==> config.mk <==
export PLATFORM = sky130hd
export DESIGN_NAME = sifd_ctrl
export DESIGN_NICKNAME = d
export VERILOG_FILES = /design/src/hdl/sifd_pkg.sv /design/src/hdl/sifd_ctrl.sv
export SDC_FILE = /design/constraint.sdc
export NUM_CORES = 1
export LEC_CHECK = 0
export BUFFER_PORTS_ARGS = -buffer_cell sky130_fd_sc_hd__buf_2
export CORE_AREA = 4 4 41 43
export DETAILED_ROUTE_END_ITERATION = 10
export DIE_AREA = 0 0 45 47
export PLACE_DENSITY = 0.55
export SYNTH_ARGS = -nofsm -noshare
export SYNTH_HDL_FRONTEND = slang
export SYNTH_SLANG_ARGS = --single-unit
export TNS_END_PERCENT = 30
==> constraint.sdc <==
create_clock -name aclk -period 3.12 [get_ports aclk]
set_input_delay 0.624 -clock aclk [delete_from_list [all_inputs] [get_ports aclk]]
set_output_delay 0.624 -clock aclk [all_outputs]
set_load 0.02 [all_outputs]
==> src/hdl/sifd_pkg.sv <==
`timescale 1ns / 1ps

package sifd_pkg;

    localparam int DEF_MAX_DELAY = 131072;
    localparam int DEF_SAMPLE_W  = 24;

    localparam int TARGET_W    = 17;
    localparam int FB_W        = 15;
    localparam int MIX_W       = 16;
    localparam int RAMP_W      = 16;
    localparam int FRAC_W      = 16;
    localparam int CUR_W       = TARGET_W + FRAC_W;
    localparam int STEP_W      = CUR_W + 1;
    localparam int CFG_INDEX_W = 8;
    localparam int CFG_DATA_W  = 17;
    localparam int CHAN_W      = 2;

    localparam logic [FB_W-1:0]  FB_MAX  = FB_W'(31130);
    localparam logic [MIX_W-1:0] MIX_ONE = MIX_W'(32768);

    localparam int RST_TARGET      = 24000;
    localparam int RST_FB_GAIN     = 16384;
    localparam int RST_MIX_LEVEL   = 16384;
    localparam int RST_RAMP_LENGTH = 2400;

    localparam logic [CFG_INDEX_W-1:0] REG_DELAY_TARGET = CFG_INDEX_W'(0);
    localparam logic [CFG_INDEX_W-1:0] REG_FB_GAIN      = CFG_INDEX_W'(1);
    localparam logic [CFG_INDEX_W-1:0] REG_MIX_LEVEL    = CFG_INDEX_W'(2);
    localparam logic [CFG_INDEX_W-1:0] REG_RAMP_LENGTH  = CFG_INDEX_W'(3);

    typedef struct packed {
        logic take;
        logic adv;
        logic addr;
        logic read;
        logic mul1;
        logic wet;
        logic mul2;
        logic fin;
        logic load_out;
    } cmd_t;

    typedef struct packed {
        logic ramp_busy;
        logic delayed;
    } sts_t;

endpackage

==> src/hdl/sifd_ctrl.sv <==
`timescale 1ns / 1ps

module sifd_ctrl import sifd_pkg::*; (
    input  logic aclk,
    input  logic aresetn,
    input  logic s_valid,
    output logic s_ready,
    output logic m_valid,
    input  logic m_ready,
    output cmd_t cmd,
    input  sts_t sts
);

    localparam logic [3:0] ST_IDLE = 4'd0;
    localparam logic [3:0] ST_ADV  = 4'd1;
    localparam logic [3:0] ST_ADDR = 4'd2;
    localparam logic [3:0] ST_READ = 4'd3;
    localparam logic [3:0] ST_MUL1 = 4'd4;
    localparam logic [3:0] ST_WET  = 4'd5;
    localparam logic [3:0] ST_MUL2 = 4'd6;
    localparam logic [3:0] ST_FIN  = 4'd7;
    localparam logic [3:0] ST_OUT  = 4'd8;

    logic [3:0] state_reg;
    logic [3:0] state_next;
    logic       m_valid_reg;
    logic       m_valid_next;

    always_comb begin
        state_next   = state_reg;
        cmd          = '0;
        s_ready      = 1'b0;
        m_valid_next = m_valid_reg && !m_ready;
        case (state_reg)
            ST_IDLE: begin
                s_ready = !sts.ramp_busy;
                if (s_valid && !sts.ramp_busy) begin
                    cmd.take   = 1'b1;
                    state_next = ST_ADV;
                end
            end
            ST_ADV: begin
                if (!sts.delayed) begin
                    state_next = ST_OUT;
                end else if (!sts.ramp_busy) begin
                    cmd.adv    = 1'b1;
                    state_next = ST_ADDR;
                end
            end
            ST_ADDR: begin
                cmd.addr   = 1'b1;
                state_next = ST_READ;
            end
            ST_READ: begin
                cmd.read   = 1'b1;
                state_next = ST_MUL1;
            end
            ST_MUL1: begin
                cmd.mul1   = 1'b1;
                state_next = ST_WET;
            end
            ST_WET: begin
                cmd.wet    = 1'b1;
                state_next = ST_MUL2;
            end
            ST_MUL2: begin
                cmd.mul2   = 1'b1;
                state_next = ST_FIN;
            end
            ST_FIN: begin
                cmd.fin    = 1'b1;
                state_next = ST_OUT;
            end
            ST_OUT: begin
                if (!m_valid_reg || m_ready) begin
                    cmd.load_out = 1'b1;
                    m_valid_next = 1'b1;
                    state_next   = ST_IDLE;
                end
            end
            default: begin
                state_next = ST_IDLE;
            end
        endcase
    end

    always_ff @(posedge aclk) begin
        if (!aresetn) begin
            state_reg   <= ST_IDLE;
            m_valid_reg <= 1'b0;
        end else begin
            state_reg   <= state_next;
            m_valid_reg <= m_valid_next;
        end
    end

    assign m_valid = m_valid_reg;

endmodule

# Word level (Yosys, flattened, before mapping)
# Index checks and enable logic that the tools add are counted.
# word_totals
ff_bits	5
input_bits	6
out_inout_bits	11
elab_cells	42
# op_classes
n_eq_ne	11
n_mux	21
reduce_logical	8
# op_table
op	count
$pmux 4 s9	1
$eq 4x3->1 const B	4
$mux 1	16
$mux 4	4
$eq 4x2->1 const B	2
$eq 4x1->1 const B	1
$eq 4x4->1 const B	1
$logic_not 4->1	1
$ne 2x2->1 const B	2
$logic_not 1->1	3
$ne 3x3->1 const B	1
$reduce_and 3->1	1
$logic_and 1x1->1	2
$logic_or 1x1->1	1

# Depth between registers and ports, before layout
# Gate-level depths: netlist of the first run.
# depth
ltp_word	4
ltp_mapped	4
depth_no_buf	3

# Worst setup path after synthesis of the first run
# OpenSTA, ideal clock, no wires.
# synth_path
path_type	input to output
start	input port sts[1] (netlist bit)
end	output port cmd[8] (netlist bit)
arrival_time_ns	1.392
t_required_ns	2.496
slack_ns	1.104
path_stages	2
path_buffers	0
path_cell_list	nand2b_1 nor4_1
# synth_rtl
element	line_no	source
start, declared	sifd_ctrl.sv:11	input sts_t sts
end, declared	sifd_ctrl.sv:10	output cmd_t cmd,

==> results of run 1 <==
==> logic make-up after synthesis <==
| logic type | after synthesis |
|---|---|
| and+or+nand+nor | 30 |
| AOI/OAI and AO/OA | 6 |
| DFF | 5 |
| buffers and inverters | 2 |
| xor gates and xnor gates | 1 |
| muxes | 1 |
==> stage by stage <==
stage               power (mW)  setup WS, ns
floorplan               0.0980          1.10
global placement         0.109          1.26
detailed placement       0.109          1.23
CTS                      0.185          1.08
global route             0.193         0.982
finish                   0.180          1.09
==> worst max-delay path, stage by stage, from the launching register on <==
cell and delay, ns:
dfxtp_1 0.58, nor2b_1 0.24, nand3_1 0.09, nor2_1 0.10
buf_2 0.17
==> area by class of cell <==
type                       count  area [sq um]
clock buffer                   4          26.3
timing repair buffer          16          80.1
tap                           15          18.8
fill                         152           843
sequential                     5           100
multi-input combinational     38           233
==> worst max-delay path by stage <==
stage                            start     end
after detailed placement        sts[1]  cmd[8]
after global placement          sts[1]  cmd[8]
after floorplan                 sts[1]  cmd[8]
final                     state_reg[0]  cmd[7]
after CTS                 state_reg[0]  cmd[7]
after global routing      state_reg[0]  cmd[7]
==> power by group through the flow <==
stage               Clock [mW]  Combinational, mW  Sequential, mW
detailed placement           0             0.0346          0.0740
global route            0.0803             0.0386          0.0736
CTS                     0.0771             0.0348          0.0729
floorplan                    0             0.0276          0.0704
finish                  0.0728             0.0346          0.0729
global placement             0             0.0347          0.0740
==> metal layers <==
metal / routed length (microns) / share of wire
met1: 394 / 0.50
met3: 64 / 0.082
met5: 0 / 0
met4: 9 / 0.012
met2: 314 / 0.40
==> placed cells by master (no fill, tap or decap) <==
cell type | Yosys | layout
nand2_1 | 5 | 5
nor2_1 | 7 | 7
nand3_1 | 1 | 1
o22ai_1 | 1 | 1
nand2b_1 | 4 | 4
or2_4 | 1 | 1
clkbuf_4 | 0 | 3
a21boi_0 | 1 | 1
nor4_1 | 2 | 2
nor2b_1 | 2 | 2
mux2i_1 | 1 | 1
nand2b_4 | 1 | 1
buf_2 | 1 | 16
or2b_1 | 1 | 1
o21a_1 | 2 | 2
a211oi_1 | 1 | 1
nor3_1 | 4 | 4
dfxtp_1 | 5 | 5
nand3b_1 | 1 | 1
o21ba_2 | 1 | 1
clkbuf_1 | 0 | 1
nor3_2 | 1 | 1
xor2_1 | 1 | 1
==> run_results.csv, run 1 <==
group,metric,value,unit
cts,h_tree_depth,1,
setup_path,worst_setup_path_end_kind,"output port",
yosys,synth_area,345,sq um
sta,final_period_minus_worst_setup_slack,2.03,ns
worst_hold_path,holdCritPathClass,"reg2reg",
sta,timing.final.setup_violations,0,
yosys,syn_avg_cell_area,7.67,sq um
setup_path,reg2reg_to,"state_reg[0]",
cts,clock-root-buffer,"clkbuf_4",
power_and_ir_drop,leakage,0.204,nW
yosys,yosys.cell_count.top_type,"nor2_1",
yosys,post_synth_and_or_nand_nor_area_fraction,0.486,
setup_path,cp_data_arrival_time,1.40,ns
die,fp-row-count,13,
die,core,1300,sq um
detailed_routing,detail_route.iter0.violations,6,
placement,io_buffers,16,
power_and_ir_drop,power.ir.vdd_worst,0.161,mV
grt,global_route_wire_length_before_repair,1360,microns
worst_hold_path,min_delay_path_depth,2,
finish,drive_above_1_share,0.365,
grt,grt_start_max_net_pins,12,
sta,timing_hold_violations_final,0,
yosys,cell_types_occupying_the_most_area_after_synthesis,"dfxtp_1, nor2_1, nand2b_1",
yosys,synth-compound-area-share,0.134,
setup_path,critPathLaunchType,"flop",
placement,place.detailed.instances,74,
finish,area_delta_synth_final,32.6,%
grt,grt_use_total,0.0909,
worst_hold_path,min-delay-start,"m_valid",
cts,post_cts_buffers,0,
yosys,synth_flop_cell,"dfxtp_1",
power_and_ir_drop,seq_power_share,0.404,
yosys,synth.top_cells.by_count,"nor2_1, dfxtp_1, nand2_1",
cts,clock_latency,0.24,ns
detailed_routing,ant_nets,0,
sta,timing_max_transition_violations_final,0,
sta,clock.fmax,493,MHz
detailed_routing,routed_via_density,4.67,
yosys,yosys.area_share.adder,0,
grt,met2_usage,0.113,
die,io_pins,17,
grt,use_met3,0.0345,
setup_path,cp_data_required_time,2.50,ns
die,die-width,45,microns
yosys,ys.warnings.count,0,
grt,global_route.peak_usage_layer,"met1",
status,run_status,"completed",
grt,global_route.usage.met1,0.123,
flow_run,drv_cap,0,
power_and_ir_drop,switching_power,0.0489,mW
placement,hpwl,607,microns
placement,placed_cell_area,432,sq um
finish,finish.cell_count_without_fillers,78,
power_and_ir_drop,cell_internal_pwr,0.131,mW
die,dieArea,2120,sq um
sta,hold_slack,0.495,ns
power_and_ir_drop,power_frac_clock,0.404,
cts,post_cts.resized_instances,0,
detailed_routing,via_count,364,
power_and_ir_drop,power.switching_fraction,0.271,
yosys,synth-seq-cells,5,
yosys,post_synth_top_area_cell,"dfxtp_1",
cts,clockBufferDepth,2,
detailed_routing,routed_wire_length_per_instance,10.0,microns
yosys,syn_inst,45,
grt,antenna_found_initial,0,
setup_path,reg2regPathDepth,3,
power_and_ir_drop,powerDensity,394,nW/um^2
sta,tightest_slew,0.430,ns
sta,final_min_period_over_clock_period,0.650,
cts,cts_inserted_buffers,3,
sta,rsz_0062_raised_after_global_routing,"no",
finish,final_core_util,0.352,
detailed_routing,dr.pass1.iters,3,
cts,cts_sinks,5,
yosys,ys_async_sr_fraction,0,
setup_path,worstSetupPathType,"reg2out",
yosys,synthMuxAreaShare,0.0290,
worst_hold_path,min_delay_worst_endpoint,"m_valid",
yosys,synth_cell_type_count,22,
die,initial_core_util,0.265,
yosys,number_of_enable_type_register_cells_in_the_synthesized_netlist,0,
yosys,sequential_share_of_the_synthesized_area,0.290,
setup_path,worstPathMaxFanout,11,
cts,cts_tree,"yes",
sta,setup_total_negative_slack,0,ns
yosys,synth_top_cell_area_share,0.290,
finish,max_reg_flops,4,
setup_path,reg2reg_slack,1.99,ns
detailed_routing,wl,782,microns
cts,cts_hold_buffers,0,
sta,normalized_max_slew_margin,0.713,
power_and_ir_drop,combPwrFrac,0.192,
grt,grt.overflow.total,0,
grt,first_global_vias,325,
yosys,mapped_nets,51,
finish,insertedDiodeCount,0,
die,die_height,47,microns
cts,clk_pin_slew,0.04,ns
finish,nNetsFinal,70,
yosys,synth_top_family_by_area,"simple AND/OR/NAND/NOR gates",
setup_path,worstReg2RegStart,"state_reg[0]",
placement,routability_congestion_estimate,0.727,
detailed_routing,drcViolationCount,0,
finish,post-route-cell-area,458,sq um
sta,clock-skew-final,0.0000919,ns
yosys,synth-xor-area-share,0.0254,
Note: power is estimated with default switching activity, not from simulation.
==> run 2, diff against run 1 <==
--- a/config.mk
+++ b/config.mk
@@ -9,7 +9,7 @@
 export CORE_AREA = 4 4 41 43
 export DETAILED_ROUTE_END_ITERATION = 10
 export DIE_AREA = 0 0 45 47
-export PLACE_DENSITY = 0.55
+export PLACE_DENSITY = 0.57
 export SYNTH_ARGS = -nofsm -noshare
 export SYNTH_HDL_FRONTEND = slang
 export SYNTH_SLANG_ARGS = --single-unit
==> constraint.sdc (replaced) <==
create_clock -name aclk -period 1.7 [get_ports aclk]
set_input_delay 0.34 -clock aclk [delete_from_list [all_inputs] [get_ports aclk]]
set_output_delay 0.34 -clock aclk [all_outputs]
set_load 0.02 [all_outputs]
==> run 2 against run 1 <==
Combinational power rose by 110%; sequential cell count unchanged; worst hold slack got worse by 0.12 ns; routed wire length increased by 8.1%; clock power grew 88%; first-iteration DRC count unchanged; core utilization rose by 1.3 points; non-clock buffer count rose by 1; critical path depth decreased by 1; via count increased by 1.4%; cell count grew 1.3%; critical path type unchanged.
==> run_results.csv, run 2 (same netlist as run 1, synthesis figures left out) <==
group,metric,value,unit
placement,io_buffers,16,
sta,timing_hold_violations_final,0,
die,io_pins,17,
finish,area.sequential,101,sq um
sta,timing_max_transition_violations_final,0,
detailed_routing,via_count,369,
cts,cts_tree,"yes",
sta,final_period_minus_worst_setup_slack,1.63,ns
power_and_ir_drop,switching_power,0.0950,mW
power_and_ir_drop,power.switching_fraction,0.280,
setup_path,cp_data_arrival_time,1.29,ns
placement,placed_cell_area,439,sq um
detailed_routing,ant_nets,0,
finish,area_delta_synth_final,37.7,%
detailed_routing,wl,845,microns
die,die_height,47,microns
sta,final_min_period_over_clock_period,0.956,
finish,drive_above_1_share,0.422,
detailed_routing,dr.pass1.iters,2,
cts,post_cts_buffers,0,
setup_path,worst_setup_path_end_kind,"output port",
cts,clock_latency,0.24,ns
finish,layout_commonest_cell,"buf_2",
setup_path,worstSetupPathType,"reg2out",
finish,nNetsFinal,71,
detailed_routing,routed_via_density,4.67,
finish,multi_input_comb_area,241,sq um
cts,cts_sinks,5,
finish,num-fill-cells,155,
grt,grt_use_total,0.0972,
setup_path,cp_data_required_time,1.36,ns
die,fp-row-count,13,
sta,setup_slack,0.0743,ns
power_and_ir_drop,powerDensity,715,nW/um^2
cts,cts_inserted_buffers,3,
die,dieArea,2120,sq um
placement,place.detailed.instances,75,
power_and_ir_drop,combPwrFrac,0.217,
power_and_ir_drop,power.ir.vdd_worst,0.288,mV
power_and_ir_drop,seq_power_share,0.379,
grt,grt.overflow.total,0,
finish,final_core_util,0.365,
placement,hpwl,675,microns
detailed_routing,drcViolationCount,0,
finish,max_reg_flops,4,
power_and_ir_drop,power_frac_clock,0.404,
grt,first_global_vias,352,
detailed_routing,detail_route.iter0.violations,6,
finish,insertedDiodeCount,0,
finish,layout_common_cells,"buf_2, nor2_1, nand2_1",
setup_path,worstPathMaxFanout,8,
cts,clock-root-buffer,"clkbuf_4",
sta,clock-skew-final,0.00163,ns
cts,clk_pin_slew,0.04,ns
placement,routability_congestion_estimate,0.737,
status,run_status,"completed",
detailed_routing,routed_wire_length_per_instance,10.7,microns
flow_run,drv_cap,0,
sta,timing.final.setup_violations,0,
cts,cts_hold_buffers,0,
sta,setup_total_negative_slack,0,ns
power_and_ir_drop,leakage,0.212,nW
cts,clockBufferDepth,2,
sta,hold_slack,0.372,ns
power_and_ir_drop,cell_internal_pwr,0.245,mW
sta,rsz_0062_raised_after_global_routing,"yes",
sta,tightest_slew,0.253,ns
power_and_ir_drop,total_power,0.340,mW
die,die-width,45,microns
worst_hold_path,holdCritPathClass,"in2reg",
grt,global_route_wire_length_before_repair,1450,microns
grt,grt_start_max_net_pins,11,
placement,post-place-ws,0.305,ns
sta,normalized_max_slew_margin,0.831,
finish,post-route-cell-area,475,sq um
die,initial_core_util,0.265,
cts,h_tree_depth,1,
sta,clock.fmax,615,MHz
die,core,1300,sq um
finish,finish.cell_count_without_fillers,79,
grt,antenna_found_initial,0,
setup_path,critPathLaunchType,"flop",
## run 2: cell types whose count changed in the layout (fill, tap and decap cells not counted)
cell,change
nor2_2,+1
dfxtp_2,+1
buf_4,+1
nor2_1,-1
nor4_1,-1
dfxtp_1,-1
nor4_2,+1
## run 2: power groups by stage
stage          Clock, mW  Sequential (mW)  Combinational [mW]
5_1_grt            0.148            0.130              0.0822
3_3_place_gp           0            0.130              0.0722
2_1_floorplan          0            0.129              0.0507
4_1_cts            0.142            0.128              0.0734
3_5_place_dp           0            0.130              0.0731
6_report           0.137            0.129              0.0738
## run 2: routing by layer
layer / vias up / GRT usage / wire (microns)
met4: 0 / 0.0702 / 26
li1: 194 / - / -
met5: - / 0 / 0
met2: 13 / 0.155 / 368
met3: 5 / 0.0268 / 69
met1: 157 / 0.111 / 381
## run 2: final timing paths
kind	from	endpoint	slack [ns]	cells past startpoint
hold reg to reg	m_valid	m_valid	0.50	2
hold / removal	aresetn	state_reg[0]	0.37	2
setup / recovery	state_reg[1]	cmd[8]	0.07	3
setup reg to reg	state_reg[1]	state_reg[3]	0.62	3
## run 2: critical path, stage by stage, from the launching register on
cell,delay [ns]
dfxtp_1,0.37
or2_4,0.30
nor4_2,0.19
buf_2,0.19
## run 2: area by class of cell
cell class	instances	area share
multi-input combinational	38	0.508
timing repair buffer	17	0.184
sequential	5	0.213
tap	15	0.0395
clock buffer	4	0.0553
## run 2: what timing repair did
action / 4_1_cts / 5_1_grt
setup endpoints to repair: 0 / 2
endpoints found under the hold margin: 0 / 0
gates resized for setup: 0 / 3
